==> src/rtl/frame_peak_agc_assert.svh <==
// Assertion macros for the frame peak AGC block.
// Included by the RTL modules that carry concurrent checks; no other dependency.
`ifndef FRAME_PEAK_AGC_ASSERT_SVH
`define FRAME_PEAK_AGC_ASSERT_SVH

`ifndef ASSERT_OFF
// Property holds on every cycle outside reset.
`define FPA_ASSERT(lbl, clk, rst, prop) \
   lbl: assert property (@(posedge clk) disable iff (rst) (prop)) \
      else $error("frame_peak_agc assertion failed");
// Antecedent implies consequent on the same cycle.
`define FPA_ASSERT_IMP(lbl, clk, rst, ante, cons) \
   lbl: assert property (@(posedge clk) disable iff (rst) (ante) |-> (cons)) \
      else $error("frame_peak_agc assertion failed");
// Antecedent implies consequent on the next cycle.
`define FPA_ASSERT_NXT(lbl, clk, rst, ante, cons) \
   lbl: assert property (@(posedge clk) disable iff (rst) (ante) |=> (cons)) \
      else $error("frame_peak_agc assertion failed");
`else
`define FPA_ASSERT(lbl, clk, rst, prop)
`define FPA_ASSERT_IMP(lbl, clk, rst, ante, cons)
`define FPA_ASSERT_NXT(lbl, clk, rst, ante, cons)
`endif

`endif

==> src/rtl/fpa_pkg.sv <==
// Package for the frame peak AGC: widths, reset values, register indexes, types.
// No dependencies; used by fpa_div and frame_peak_agc.
`default_nettype none

package fpa_pkg;

   localparam int SAMPLE_W     = 12;
   localparam int PROD_W       = 2 * SAMPLE_W;
   localparam int QUO_W        = SAMPLE_W;        // top bit flags overflow
   localparam int STEP_CNT_W   = $clog2(QUO_W);
   localparam int CSR_IDX_W    = 2;

   localparam int FRAME_LENGTH_DEF = 256;

   localparam logic [SAMPLE_W-1:0] MIDSCALE       = 12'd2048;
   localparam logic [SAMPLE_W-1:0] GOAL_LEVEL_RST = 12'd1800;
   localparam logic [SAMPLE_W-1:0] START_PEAK_RST = 12'd1800;
   localparam logic [SAMPLE_W-1:0] GATE_LEVEL_RST = 12'd300;
   localparam logic [SAMPLE_W-1:0] DAC_MAX        = 12'd4095;
   localparam logic [SAMPLE_W-1:0] DAC_MIN        = 12'd0;

   typedef enum logic [CSR_IDX_W-1:0] {
      CSR_GOAL_LEVEL = 2'd0,
      CSR_START_PEAK = 2'd1,
      CSR_GATE_LEVEL = 2'd2
   } csr_idx_type;

   typedef enum logic [1:0] {
      ST_IDLE,
      ST_MULT,
      ST_DIV,
      ST_DONE
   } agc_state_type;

   typedef struct packed {
      logic start;
   } div_ctrl_type;

   typedef struct packed {
      logic busy;
      logic done;
      logic ovf;
   } div_status_type;

endpackage

`default_nettype wire

==> src/rtl/fpa_div.sv <==
// Shared restoring divider, one quotient bit per cycle, for the AGC gain.
// Depends on fpa_pkg and frame_peak_agc_assert.svh.
`default_nettype none

module fpa_div (
   input  wire logic                           clock,
   input  wire logic                           reset,
   input  wire fpa_pkg::div_ctrl_type          ctrl,
   input  wire logic [fpa_pkg::PROD_W-1:0]     dividend,
   input  wire logic [fpa_pkg::SAMPLE_W-1:0]   divisor,
   output      fpa_pkg::div_status_type        status,
   output      logic [fpa_pkg::QUO_W-2:0]      quotient
);

   localparam int DSH_W = fpa_pkg::SAMPLE_W + fpa_pkg::QUO_W - 1;
   localparam logic [fpa_pkg::STEP_CNT_W-1:0] LAST_STEP =
      fpa_pkg::STEP_CNT_W'(fpa_pkg::QUO_W - 1);

   logic                              busy_ff, busy_in;
   logic                              done_ff, done_in;
   logic [fpa_pkg::STEP_CNT_W-1:0]    cnt_ff, cnt_in;
   logic [fpa_pkg::PROD_W-1:0]        rem_ff, rem_in;
   logic [DSH_W-1:0]                  dsh_ff, dsh_in;
   logic [fpa_pkg::QUO_W-1:0]         quo_ff, quo_in;
   logic [fpa_pkg::SAMPLE_W-1:0]      div_nz;
   logic                              fits;

   // zero divisor only meets a zero dividend; treat it as one
   assign div_nz = (divisor == '0) ? fpa_pkg::SAMPLE_W'(1) : divisor;
   assign fits   = rem_ff >= fpa_pkg::PROD_W'(dsh_ff);

   always_comb begin
      busy_in = busy_ff;
      done_in = 1'b0;
      cnt_in  = cnt_ff;
      rem_in  = rem_ff;
      dsh_in  = dsh_ff;
      quo_in  = quo_ff;
      if (ctrl.start && !busy_ff) begin
         busy_in = 1'b1;
         cnt_in  = '0;
         rem_in  = dividend;
         dsh_in  = {div_nz, {(fpa_pkg::QUO_W-1){1'b0}}};
         quo_in  = '0;
      end else if (busy_ff) begin
         if (fits) begin
            rem_in = rem_ff - fpa_pkg::PROD_W'(dsh_ff);
         end
         quo_in = {quo_ff[fpa_pkg::QUO_W-2:0], fits};
         dsh_in = dsh_ff >> 1;
         cnt_in = cnt_ff + 1'b1;
         if (cnt_ff == LAST_STEP) begin
            busy_in = 1'b0;
            done_in = 1'b1;
         end
      end
   end

   always_ff @(posedge clock) begin
      if (reset) begin
         busy_ff <= 1'b0;
         done_ff <= 1'b0;
         cnt_ff  <= '0;
      end else begin
         busy_ff <= busy_in;
         done_ff <= done_in;
         cnt_ff  <= cnt_in;
      end
      rem_ff <= rem_in;
      dsh_ff <= dsh_in;
      quo_ff <= quo_in;
   end

   // quotient bit 11 set means q >= 2048: saturate
   assign status   = {busy_ff, done_ff, quo_ff[fpa_pkg::QUO_W-1]};
   assign quotient = quo_ff[fpa_pkg::QUO_W-2:0];

   `include "frame_peak_agc_assert.svh"

   `FPA_ASSERT_IMP(a_start_when_free, clock, reset, ctrl.start, !busy_ff)
   `FPA_ASSERT_NXT(a_start_busy, clock, reset, ctrl.start, busy_ff)
   `FPA_ASSERT_IMP(a_done_not_busy, clock, reset, done_ff, !busy_ff)

endmodule

`default_nettype wire

==> src/rtl/frame_peak_agc.sv <==
// Path from req beat to rsp_valid: a bypassed sample goes through the multiply state, done
// and the result register; a scaled one through multiply, divider load, 12 divider steps,
// done and result register. A new beat is taken only after the last one has left ST_DONE.
// req_ready is high only while the sequencer is idle; csr_ready is always high.
// Reset: synchronous, active high; registers to 1800/1800/300, peak to 1800, frame
// position to zero, no result pending. Depends on fpa_pkg, fpa_div and the assert header.
`default_nettype none

module frame_peak_agc #(
   parameter int FRAME_LENGTH = fpa_pkg::FRAME_LENGTH_DEF
) (
   input  wire logic                              clock,
   input  wire logic                              reset,
   // sample in
   input  wire logic                              req_valid,
   output      logic                              req_ready,
   input  wire logic [fpa_pkg::SAMPLE_W-1:0]      req_adc_sample,
   // sample out
   output      logic                              rsp_valid,
   input  wire logic                              rsp_ready,
   output      logic [fpa_pkg::SAMPLE_W-1:0]      rsp_dac_sample,
   output      logic                              rsp_frame_last,
   // register writes
   input  wire logic                              csr_valid,
   output      logic                              csr_ready,
   input  wire logic [fpa_pkg::CSR_IDX_W-1:0]     csr_index,
   input  wire logic [fpa_pkg::SAMPLE_W-1:0]      csr_data
);

   localparam int IDX_W = (FRAME_LENGTH > 1) ? $clog2(FRAME_LENGTH) : 1;
   localparam logic [IDX_W-1:0] IDX_LAST = IDX_W'(FRAME_LENGTH - 1);

   // config registers
   logic [fpa_pkg::SAMPLE_W-1:0] goal_ff, start_ff, gate_ff;

   // sequencer and per-beat working registers
   fpa_pkg::agc_state_type        state_ff, state_in;
   logic [IDX_W-1:0]              idx_ff, idx_in;
   logic [fpa_pkg::SAMPLE_W-1:0]  peak_ff, peak_in;
   logic [fpa_pkg::SAMPLE_W-1:0]  code_ff, code_in;
   logic [fpa_pkg::SAMPLE_W-1:0]  mag_ff, mag_in;
   logic                          neg_ff, neg_in;
   logic                          gated_ff, gated_in;
   logic                          last_ff, last_in;
   logic [fpa_pkg::PROD_W-1:0]    prod_ff, prod_in;

   // output register
   logic                          rsp_valid_ff, rsp_valid_in;
   logic [fpa_pkg::SAMPLE_W-1:0]  dac_ff, dac_in;
   logic                          flast_ff, flast_in;

   fpa_pkg::div_ctrl_type         div_ctrl;
   fpa_pkg::div_status_type       div_sts;
   logic [fpa_pkg::QUO_W-2:0]     div_quo;

   logic                          req_fire, rsp_fire, slot_free;
   logic [fpa_pkg::SAMPLE_W-1:0]  in_mag, peak_base, dac_scaled;
   logic                          in_neg, in_gated;

   assign req_ready = (state_ff == fpa_pkg::ST_IDLE);
   assign csr_ready = 1'b1;
   assign req_fire  = req_valid && req_ready;
   assign rsp_fire  = rsp_valid_ff && rsp_ready;
   assign slot_free = !rsp_valid_ff || rsp_ready;

   // ----------------------------------------------------------------------
   // Register file: user must write only while no beat is in flight; not enforced here.
   // ----------------------------------------------------------------------
   always_ff @(posedge clock) begin
      if (reset) begin
         goal_ff  <= fpa_pkg::GOAL_LEVEL_RST;
         start_ff <= fpa_pkg::START_PEAK_RST;
         gate_ff  <= fpa_pkg::GATE_LEVEL_RST;
      end else if (csr_valid && csr_ready) begin
         unique case (csr_index)
            fpa_pkg::CSR_GOAL_LEVEL: goal_ff  <= csr_data;
            fpa_pkg::CSR_START_PEAK: start_ff <= csr_data;
            fpa_pkg::CSR_GATE_LEVEL: gate_ff  <= csr_data;
            default: ;  // unmapped index, dropped
         endcase
      end
   end

   // ----------------------------------------------------------------------
   // Input decode: strip midscale, magnitude 0..2048 fits 12 bits.
   // ----------------------------------------------------------------------
   assign in_neg   = !req_adc_sample[fpa_pkg::SAMPLE_W-1];
   assign in_mag   = in_neg ? (fpa_pkg::MIDSCALE - req_adc_sample)
                            : (req_adc_sample - fpa_pkg::MIDSCALE);
   assign in_gated = in_mag >= gate_ff;
   // peak restarts at the first sample of each frame
   assign peak_base = (idx_ff == '0) ? start_ff : peak_ff;

   // Scaled result: positive -> 2048 + q, negative -> 2048 - q, saturating.
   always_comb begin
      if (neg_ff) begin
         dac_scaled = div_sts.ovf ? fpa_pkg::DAC_MIN
                                  : fpa_pkg::MIDSCALE - fpa_pkg::SAMPLE_W'(div_quo);
      end else begin
         dac_scaled = div_sts.ovf ? fpa_pkg::DAC_MAX : {1'b1, div_quo};
      end
   end

   // ----------------------------------------------------------------------
   // Sequencer
   // ----------------------------------------------------------------------
   always_comb begin
      state_in     = state_ff;
      idx_in       = idx_ff;
      peak_in      = peak_ff;
      code_in      = code_ff;
      mag_in       = mag_ff;
      neg_in       = neg_ff;
      gated_in     = gated_ff;
      last_in      = last_ff;
      prod_in      = prod_ff;
      rsp_valid_in = rsp_fire ? 1'b0 : rsp_valid_ff;
      dac_in       = dac_ff;
      flast_in     = flast_ff;
      div_ctrl     = '0;

      unique case (state_ff)
         fpa_pkg::ST_IDLE: begin
            if (req_fire) begin
               code_in  = req_adc_sample;
               mag_in   = in_mag;
               neg_in   = in_neg;
               gated_in = in_gated;
               last_in  = (idx_ff == IDX_LAST);
               idx_in   = (idx_ff == IDX_LAST) ? '0 : idx_ff + 1'b1;
               peak_in  = (in_gated && (in_mag > peak_base)) ? in_mag : peak_base;
               state_in = fpa_pkg::ST_MULT;
            end
         end
         fpa_pkg::ST_MULT: begin
            // single 12x12 product, registered before the divider sees it
            prod_in  = fpa_pkg::PROD_W'(mag_ff) * fpa_pkg::PROD_W'(goal_ff);
            state_in = gated_ff ? fpa_pkg::ST_DIV : fpa_pkg::ST_DONE;
            div_ctrl.start = 1'b0;
         end
         fpa_pkg::ST_DIV: begin
            // first cycle here kicks the divider, then wait for its done pulse
            div_ctrl.start = !div_sts.busy && !div_sts.done;
            if (div_sts.done) begin
               state_in = fpa_pkg::ST_DONE;
            end
         end
         fpa_pkg::ST_DONE: begin
            if (slot_free) begin
               rsp_valid_in = 1'b1;
               dac_in       = gated_ff ? dac_scaled : code_ff;
               flast_in     = last_ff;
               state_in     = fpa_pkg::ST_IDLE;
            end
         end
         default: state_in = fpa_pkg::ST_IDLE;
      endcase
   end

   always_ff @(posedge clock) begin
      if (reset) begin
         state_ff     <= fpa_pkg::ST_IDLE;
         idx_ff       <= '0;
         peak_ff      <= fpa_pkg::START_PEAK_RST;
         rsp_valid_ff <= 1'b0;
      end else begin
         state_ff     <= state_in;
         idx_ff       <= idx_in;
         peak_ff      <= peak_in;
         rsp_valid_ff <= rsp_valid_in;
      end
      code_ff  <= code_in;
      mag_ff   <= mag_in;
      neg_ff   <= neg_in;
      gated_ff <= gated_in;
      last_ff  <= last_in;
      prod_ff  <= prod_in;
      dac_ff   <= dac_in;
      flast_ff <= flast_in;
   end

   // shared divider: product over running peak
   fpa_div u_div (
      .clock    (clock),
      .reset    (reset),
      .ctrl     (div_ctrl),
      .dividend (prod_ff),
      .divisor  (peak_ff),
      .status   (div_sts),
      .quotient (div_quo)
   );

   assign rsp_valid      = rsp_valid_ff;
   assign rsp_dac_sample = dac_ff;
   assign rsp_frame_last = flast_ff;

   `include "frame_peak_agc_assert.svh"

   `FPA_ASSERT_NXT(a_accept_to_mult, clock, reset, req_fire, state_ff == fpa_pkg::ST_MULT)
   `FPA_ASSERT_IMP(a_div_owned, clock, reset, div_sts.busy || div_sts.done,
                   state_ff == fpa_pkg::ST_DIV)
   `FPA_ASSERT_NXT(a_done_loads_rsp, clock, reset,
                   state_ff == fpa_pkg::ST_DONE && slot_free, rsp_valid_ff)
   `FPA_ASSERT(a_idx_in_frame, clock, reset, idx_ff <= IDX_LAST)

endmodule

`default_nettype wire
==> config.mk <==
export PLATFORM = sky130hd
export DESIGN_NAME = frame_peak_agc
export DESIGN_NICKNAME = d
export VERILOG_FILES = /design/src/rtl/fpa_pkg.sv /design/src/rtl/fpa_div.sv /design/src/rtl/frame_peak_agc.sv
export VERILOG_INCLUDE_DIRS = /design/src /design/src/rtl
export SDC_FILE = /design/constraint.sdc
export NUM_CORES = 1
export LEC_CHECK = 0
export BUFFER_PORTS_ARGS = -buffer_cell sky130_fd_sc_hd__buf_2
export CAP_MARGIN = 20
export CORE_ASPECT_RATIO = 1.75
export CORE_MARGIN = 4
export CORE_UTILIZATION = 52
export CTS_CLUSTER_SIZE = 28
export DETAILED_ROUTE_END_ITERATION = 6
export GPL_TIMING_DRIVEN = 0
export PLACE_DENSITY = 0.71
export SLEW_MARGIN = 30
export SYNTH_ARGS = -nofsm -noshare
export SYNTH_HDL_FRONTEND = slang
export SYNTH_SLANG_ARGS = --single-unit
==> constraint.sdc <==
create_clock -name clock -period 4.72 [get_ports clock]
set_input_delay 0.236 -clock clock [delete_from_list [all_inputs] [get_ports clock]]
set_output_delay 0.236 -clock clock [all_outputs]
set_load 0.005 [all_outputs]
==> results of run 1 <==
timing repair:
action,4_1_cts,5_1_grt
hold buffers,1,0
buffers inserted,63,5
hold endpoints to repair,1,0
pin swaps,60,23
resized for setup,118,17
endpoints found under the setup margin,14,13
how the worst max path moves through the flow:
stage,from,endpoint,depth (start not counted)
final,mag_ff[3]$_DFFE_PP_,prod_ff[23]$_DFFE_PN_,19
after global routing,mag_ff[4]$_DFFE_PP_,prod_ff[21]$_DFFE_PN_,19
after CTS,mag_ff[4]$_DFFE_PP_,prod_ff[21]$_DFFE_PN_,18
after detailed placement,code_ff[0]$_DFFE_PP_,prod_ff[21]$_DFFE_PN_,17
after global placement,code_ff[0]$_DFFE_PP_,prod_ff[21]$_DFFE_PN_,17
after floorplan,goal_ff[5]$_SDFFE_PP0P_,prod_ff[18]$_DFFE_PN_,17
worst reg2reg max path: cells and delay by family, from the launching register on:
family,cells,cell delay (ps)
XOR/XNOR,1,70
flip-flops,1,380
AO/OA/AOI/OAI,5,1180
AND/OR/NAND/NOR,1,40
adder cells (fa/ha/maj),6,2560
buffers and inverters,6,510
layout make-up:
class	instances	area, µm²
Tap cell	369	461.7
Fill cell	2265	10470
Buffer	81	524.3
Timing Repair Buffer	115	832.0
Multi-Input combinational cell	1166	9208
Inverter	188	705.7
Clock buffer	17	425.4
Antenna cell	1	2.502
Clock inverter	15	141.4
Sequential cell	187	4752
cell usage after synthesis, types with 6 or more instances:
cell type    n  area, µm²
clkbuf_1    72      270.3
and2_1      72      450.4
xnor2_1     23      201.4
nor3_1      23      115.1
nand3_1      7      35.03
nor2_1      78      292.8
a31oi_1     10      62.56
ha_1       118       1476
o31ai_1     21      157.7
a211oi_1    12      90.09
xor2_1      27      236.5
mux2i_1     14      140.1
edfxtp_1    99       2973
a211o_1      6      52.55
o211ai_1    15      112.6
a21o_1      18      135.1
nand2_1    274       1028
o21ai_0     70      350.3
nand3b_1    15      112.6
dfxtp_1     88       1762
nand4_1     26      162.7
o31a_1       7      61.31
or3_1        7      43.79
o21a_1      12      90.09
nand2b_1    16      100.1
a21oi_1    102      510.5
nor4_1       7      43.79
mux2_2      10      112.6
inv_1      188      705.7
fa_1       101       2022
nor2b_1     11      68.82
layer usage:
layer / wire length (µm) / up-vias / track usage, %
li1: - / 5745 / -
met1: 14210 / 5842 / 27.38
met2: 21650 / 419 / 49.19
met3: 1434 / 210 / 3.579
met4: 3962 / 0 / 22.17
met5: 0 / - / 0
logic make-up after synthesis:
logic type	after synthesis	share of synthesized area, %
AOI/OAI and AO/OA	307	13.25
xor gates and xnor gates	50	3.001
adders and majority gates	219	23.97
buffers and inverters	271	7.056
DFF	187	32.44
muxes	24	1.732
other	1	0.02570
and+or+nand+nor	565	18.52
metrics by stage:
stage	total power, mW	utilization (%)	cells	TNS [ps]
floorplan	8.928	-	1624	0
global placement	10.68	56.01	2037	-7178
detailed placement	10.90	56.28	2039	-7465
CTS	13.30	61.65	2134	-1654
global route	14.85	61.95	2139	-3619
finish	13.72	61.95	2139	-1917
state kept, by name (all words and copies together) (netlist names), 4 cells and up:
| name | count |
|---|---|
| code_ff | 12 |
| u_div.quo_ff | 12 |
| u_div.dsh_ff | 23 |
| rsp_dac_sample | 12 |
| prod_ff | 24 |
| goal_ff | 12 |
| u_div.rem_ff | 24 |
| u_div.cnt_ff | 4 |
| start_ff | 12 |
| gate_ff | 12 |
| idx_ff | 8 |
| peak_ff | 12 |
| mag_ff | 11 |
power groups by stage:
| stage | Sequential, mW | Combinational [mW] | Clock [mW] |
|---|---|---|---|
| 6_report | 2.88 | 9.44 | 1.39 |
| 3_3_place_gp | 2.91 | 7.77 | 0 |
| 4_1_cts | 2.88 | 9.00 | 1.42 |
| 2_1_floorplan | 2.78 | 6.14 | 0 |
| 5_1_grt | 2.92 | 10.5 | 1.48 |
| 3_5_place_dp | 2.91 | 7.99 | 0 |
==> impl_metrics.py, run 1 <==
metrics = {
    "power": {
        "sw_frac_of_total_pct": 46.69,
        "ir_drop_uv": 600.8,
        "p_int_mw": 7.315,
        "p_leak_nw": 7.211,
        "power_frac_comb_pct": 68.8,
        "p_clk_share_pct": 10.2,
        "switchingPower_mw": 6.406,
        "power_density_nw_per_um2": 804.7,
        "sequentialPowerShare_pct": 21.0,
    },
    "sta": {
        "worst_slew_pin_slew_ps": 920.1,
        "maxSlewHeadroom_pct": 38.45,
        "hold_violations": 0,
        "fmax_mhz": 200.2,
        "rsz0062_at_grt": "true",
        "setup_ws_ps": -274.4,
        "fin_crit_sh_pct": 105.8,
        "finClkSkew_ps": 9.361,
        "drv_slew": 0,
        "finalCriticalPeriod_ps": 4994,
        "finalSetupViolCount": 11,
        "hold_ws_ps": 19.16,
    },
    "setup_path": {
        "regToRegSetupSlack_ps": -270,
        "slowest_delay_ps": 520,
        "criticalPathCategory": "reg -> reg",
        "cp-end-kind": "flip-flop",
        "cpMaxStageDelayCell": "fa_1",
        "rr_startpoint": "mag_ff[3]$_DFFE_PP_",
        "cp.required_ps": 4930,
        "cp_num_buf_inv": 6,
        "path_cells": "clkbuf_8, buf_6, buf_6, nand2_4, fa_2, fa_1, fa_1, inv_1, fa_1, inv_1, fa_1, inv_2, ha_4, a211oi_2, o211ai_1, a211o_1, a21o_1, a21oi_2, xnor2_1",
        "cp.arrival_ps": 5200,
        "rr_worst_depth": 19,
        "critPathTopFamily": "adder cells",
        "start_kind": "flip-flop",
        "cp_max_fo": 5,
        "r2r-end": "prod_ff[23]$_DFFE_PN_",
        "crit_top_cell": "fa_1",
    },
    "global_routing": {
        "grt_pass1_wl_um": 65950,
        "grt_max_degree": 26,
        "track_usage_pct": 27.27,
        "globalRouteOverflowTotal": 0,
        "antenna_found_initial": 1,
        "grt_pass1_vias": 12790,
    },
    "min_path": {
        "hold_class": "in -> reg",
        "hold-path-cell-count": 1,
        "holdCritStartpoint": "req_adc_sample[11]",
        "hold-path-endpoint": "code_ff[11]$_DFFE_PP_",
    },
    "clocking": {
        "cts_max_level": 4,
        "cts_made_buffers": 17,
        "cts_tree": "done",
        "clockBufferDepth": 2,
        "cts_root_buf": "clkbuf_16",
        "cts_sinks": 187,
        "clk_transition_reported_paths_ps": 70,
        "clk_latency_ps": 450,
    },
    "route": {
        "dr.pass1.iters": 6,
        "wl_um": 41260,
        "drtIter0Drc": 707,
        "viasPerCell": 5.711,
        "ant_nets": 0,
        "wl_per_cell_um": 19.29,
        "drc_errors": 0,
        "num_vias": 12220,
    },
    "yosys": {
        "async_reset_ff_share_pct": 0,
        "synth_area_um2": 14590,
        "ys_warn_count": 0,
        "synth_seq_area_share_pct": 32.44,
        "syn_avg_cell_area_um2": 8.986,
        "synth_edf_count": 99,
        "netlist_instances": 1624,
        "ys.flop_type": "edfxtp_1",
        "ys_ff_latch": 187,
        "yosysUniqueCellTypes": 69,
        "syn_nets": 1874,
    },
    "final_layout": {
        "syn_to_final_growth_pct": 16.85,
        "drive_gt1_share_pct": 16.45,
        "fin_nets": 2006,
        "final_common_cell": "nand2_1",
        "design_area_um2": 17050,
        "final_cell_mix": "nand2_1, inv_1, ha_1, edfxtp_1",
    },
    "place": {
        "place.port_buffers": 44,
        "place.gp.congestion": 0.9371,
        "dp_hpwl_um": 31520,
        "place_worst_setup_slack_ps": -719.3,
        "dpl_cell_area_um2": 15490,
    },
    "die": {
        "die_area_um2": 30920,
        "die_y_um": 229.6,
        "row_count": 80,
        "io_pins": 47,
        "die_x_um": 134.6,
        "initial_core_util_pct": 53.02,
        "fp.coreArea_um2": 27530,
    },
    "outcome": {
        "outcome": "complete, but fails checks",
        "violations": "setup timing",
    },
    "flow_run": {
        "maxCapViolations": 0,
    },
}
Note: power is estimated with default switching activity, not from simulation.
==> inputs of run 2 (changes only) <==
ABC_AREA = 1   (was default)
==> run 2 against run 1 <==
- count of clock-buffer cells in the layout grew 2
- the flow still finishes with violations (setup timing)
- clock skew grew 7.2 ps
- sequential share of layout area grew 0.15 points
- flip-flop and latch count is the same
==> impl_metrics.py, run 2 <==
metrics = {
    "global_routing": {
        "antenna_found_initial": 0,
        "track_usage_pct": 25.82,
        "grt_pass1_wl_um": 62950,
        "grt_max_degree": 36,
        "globalRouteOverflowTotal": 0,
        "grt_pass1_vias": 12820,
    },
    "final_layout": {
        "diodes": 0,
        "n_fill_cell": 2420,
        "register_area_um2": 4746,
        "instances_no_fill": 2316,
        "drive_gt1_share_pct": 13.33,
        "fin_nets": 2180,
        "multi_input_area_um2": 8730,
        "final_cell_mix": "nand2_1, inv_1, nor2_1, ha_1, fa_1",
        "syn_to_final_growth_pct": 15.83,
        "top_regs": "prod_ff: 24 flops, u_div.rem_ff: 24 flops, u_div.dsh_ff: 23 flops",
        "final_common_cell": "nand2_1",
    },
    "sta": {
        "worst_slew_pin_slew_ps": 813.9,
        "rsz0062_at_grt": "true",
        "fin_crit_sh_pct": 102.3,
        "hold_violations": 0,
        "finalSetupViolCount": 6,
        "finalCriticalPeriod_ps": 4830,
        "maxSlewHeadroom_pct": 45.17,
        "finClkSkew_ps": 16.60,
        "setup_ws_ps": -110.0,
        "fmax_mhz": 207.0,
        "drv_slew": 0,
        "hold_ws_ps": 20.66,
    },
    "place": {
        "place.port_buffers": 45,
        "dp.cells": 2241,
        "place.gp.congestion": 0.9509,
        "dp_hpwl_um": 30490,
    },
    "setup_path": {
        "cp_max_fo": 10,
        "cp.arrival_ps": 5030,
        "cpMaxStageDelayCell": "fa_1",
        "startpoint": "goal_ff[7]$_SDFFE_PP0P_",
        "path_cells": "clkbuf_8, nand2_1, fa_1, fa_1, fa_1, inv_2, fa_1, inv_1, fa_1, inv_2, ha_4, nand2_8, nor2_4, nand2_1, o211ai_1, nand2_1, nand2_2, nand2_1, nand4_1, nand2_1",
        "cp-end-kind": "flip-flop",
        "rr_startpoint": "goal_ff[7]$_SDFFE_PP0P_",
        "cp.required_ps": 4920,
        "criticalPathCategory": "reg -> reg",
        "slowest_delay_ps": 550,
        "regToRegSetupSlack_ps": -110,
        "start_kind": "flip-flop",
    },
    "die": {
        "die_x_um": 134.8,
        "initial_core_util_pct": 52.47,
        "die_area_um2": 30970,
        "fp.coreArea_um2": 27870,
        "io_pins": 47,
        "row_count": 81,
        "die_y_um": 229.8,
    },
    "flow_run": {
        "maxCapViolations": 0,
    },
    "route": {
        "drtIter0Drc": 814,
        "drc_errors": 0,
        "wl_um": 39380,
        "wl_per_cell_um": 17.00,
        "ant_nets": 0,
        "dr.pass1.iters": 6,
        "viasPerCell": 5.338,
        "num_vias": 12360,
    },
    "clocking": {
        "clk_transition_reported_paths_ps": 80,
        "cts_sinks": 187,
        "cts_root_buf": "clkbuf_16",
        "cts_tree": "done",
        "clockBufferDepth": 2,
        "cts_max_level": 4,
        "cts_made_buffers": 17,
        "clk_latency_ps": 450,
    },
    "yosys": {
        "yosysUniqueCellTypes": 52,
        "syn_nets": 2073,
        "synth_area_um2": 14620,
        "yosysTopAreaCell": "edfxtp_1",
        "ys_warn_count": 0,
        "synth_common_cells": "nand2_1, inv_1, ha_1, nor2_1, fa_1",
        "synth_edf_count": 99,
        "synth.area.top_cells": "edfxtp_1, fa_1, dfxtp_1",
        "async_reset_ff_share_pct": 0,
        "ys_ff_latch": 187,
        "synth_most_common_cell": "nand2_1",
        "syn_avg_cell_area_um2": 8.021,
        "ys.flop_type": "edfxtp_1",
        "synth_top_area_share_pct": 20.33,
        "netlist_instances": 1823,
        "synth_seq_area_share_pct": 32.38,
    },
    "min_path": {
        "holdCritStartpoint": "req_adc_sample[10]",
        "hold_class": "in -> reg",
    },
    "outcome": {
        "violations": "setup timing",
        "outcome": "complete, but fails checks",
    },
}
[run 2: area by class of cell]
class	instances	area share, %
Multi-Input combinational cell	1210	51.54
Timing Repair Buffer	91	3.546
Sequential cell	187	28.02
Clock buffer	19	2.689
Clock inverter	13	0.9751
Buffer	56	2.342
Inverter	367	8.133
Tap cell	373	2.755
[run 2: per-layer routing]
| metal | GRT usage, % | routed length (µm) | vias up |
|---|---|---|---|
| li1 | - | - | 5989 |
| met1 | 26.75 | 13850 | 5863 |
| met2 | 48.28 | 21330 | 368 |
| met3 | 2.802 | 1320 | 142 |
| met4 | 16.59 | 2877 | 0 |
| met5 | 0 | 0 | - |
[run 2: timing repair]
action,4_1_cts,5_1_grt
hold buffers,2,0
pin swaps,19,42
hold endpoints to repair,2,0
cloned,0,1
setup buffers,24,19
resized for setup,93,70
setup endpoints to repair,15,12
[run 2: logic make-up after synthesis]
family                     synth area share (%)
AOI/OAI and AO/OA                         9.720
xor gates and xnor gates                  2.695
adders and majority gates                 23.92
buffers and inverters                     11.06
DFF                                       32.38
other                                   0.02564
and+or+nand+nor                           20.19
[run 2: final timing paths]
check	end	cells after the start
worst max-delay path	prod_ff[19]$_DFFE_PN_	20
worst min-delay path	code_ff[10]$_DFFE_PP_	1
worst max register to register	prod_ff[19]$_DFFE_PN_	20
worst min register to register	rsp_frame_last$_DFFE_PP_	0
[run 2: worst max-delay path: cells and delay by family (launching register included)]
kind	cells	cell delay [ps]
AOI/OAI and AO/OA	1	170
adders and majority gates	6	2850
buffers and inverters	4	380
DFF	1	430
and+or+nand+nor	9	780
[run 2: through the flow]
stage	util (%)	setup WS (ps)	area, µm²	TNS [ps]
global placement	54.96	-580.5	15320	-6438
CTS	59.18	-52.85	16490	-102.8
floorplan	-	11.69	14630	0
global route	60.77	-246.6	16940	-1833
finish	60.77	-110.0	16940	-388.0
detailed placement	54.99	-652.6	15330	-7201
Power of run 2 is not shown: default switching activity piles up to over one toggle a cycle in this logic, so the estimate is an artifact.
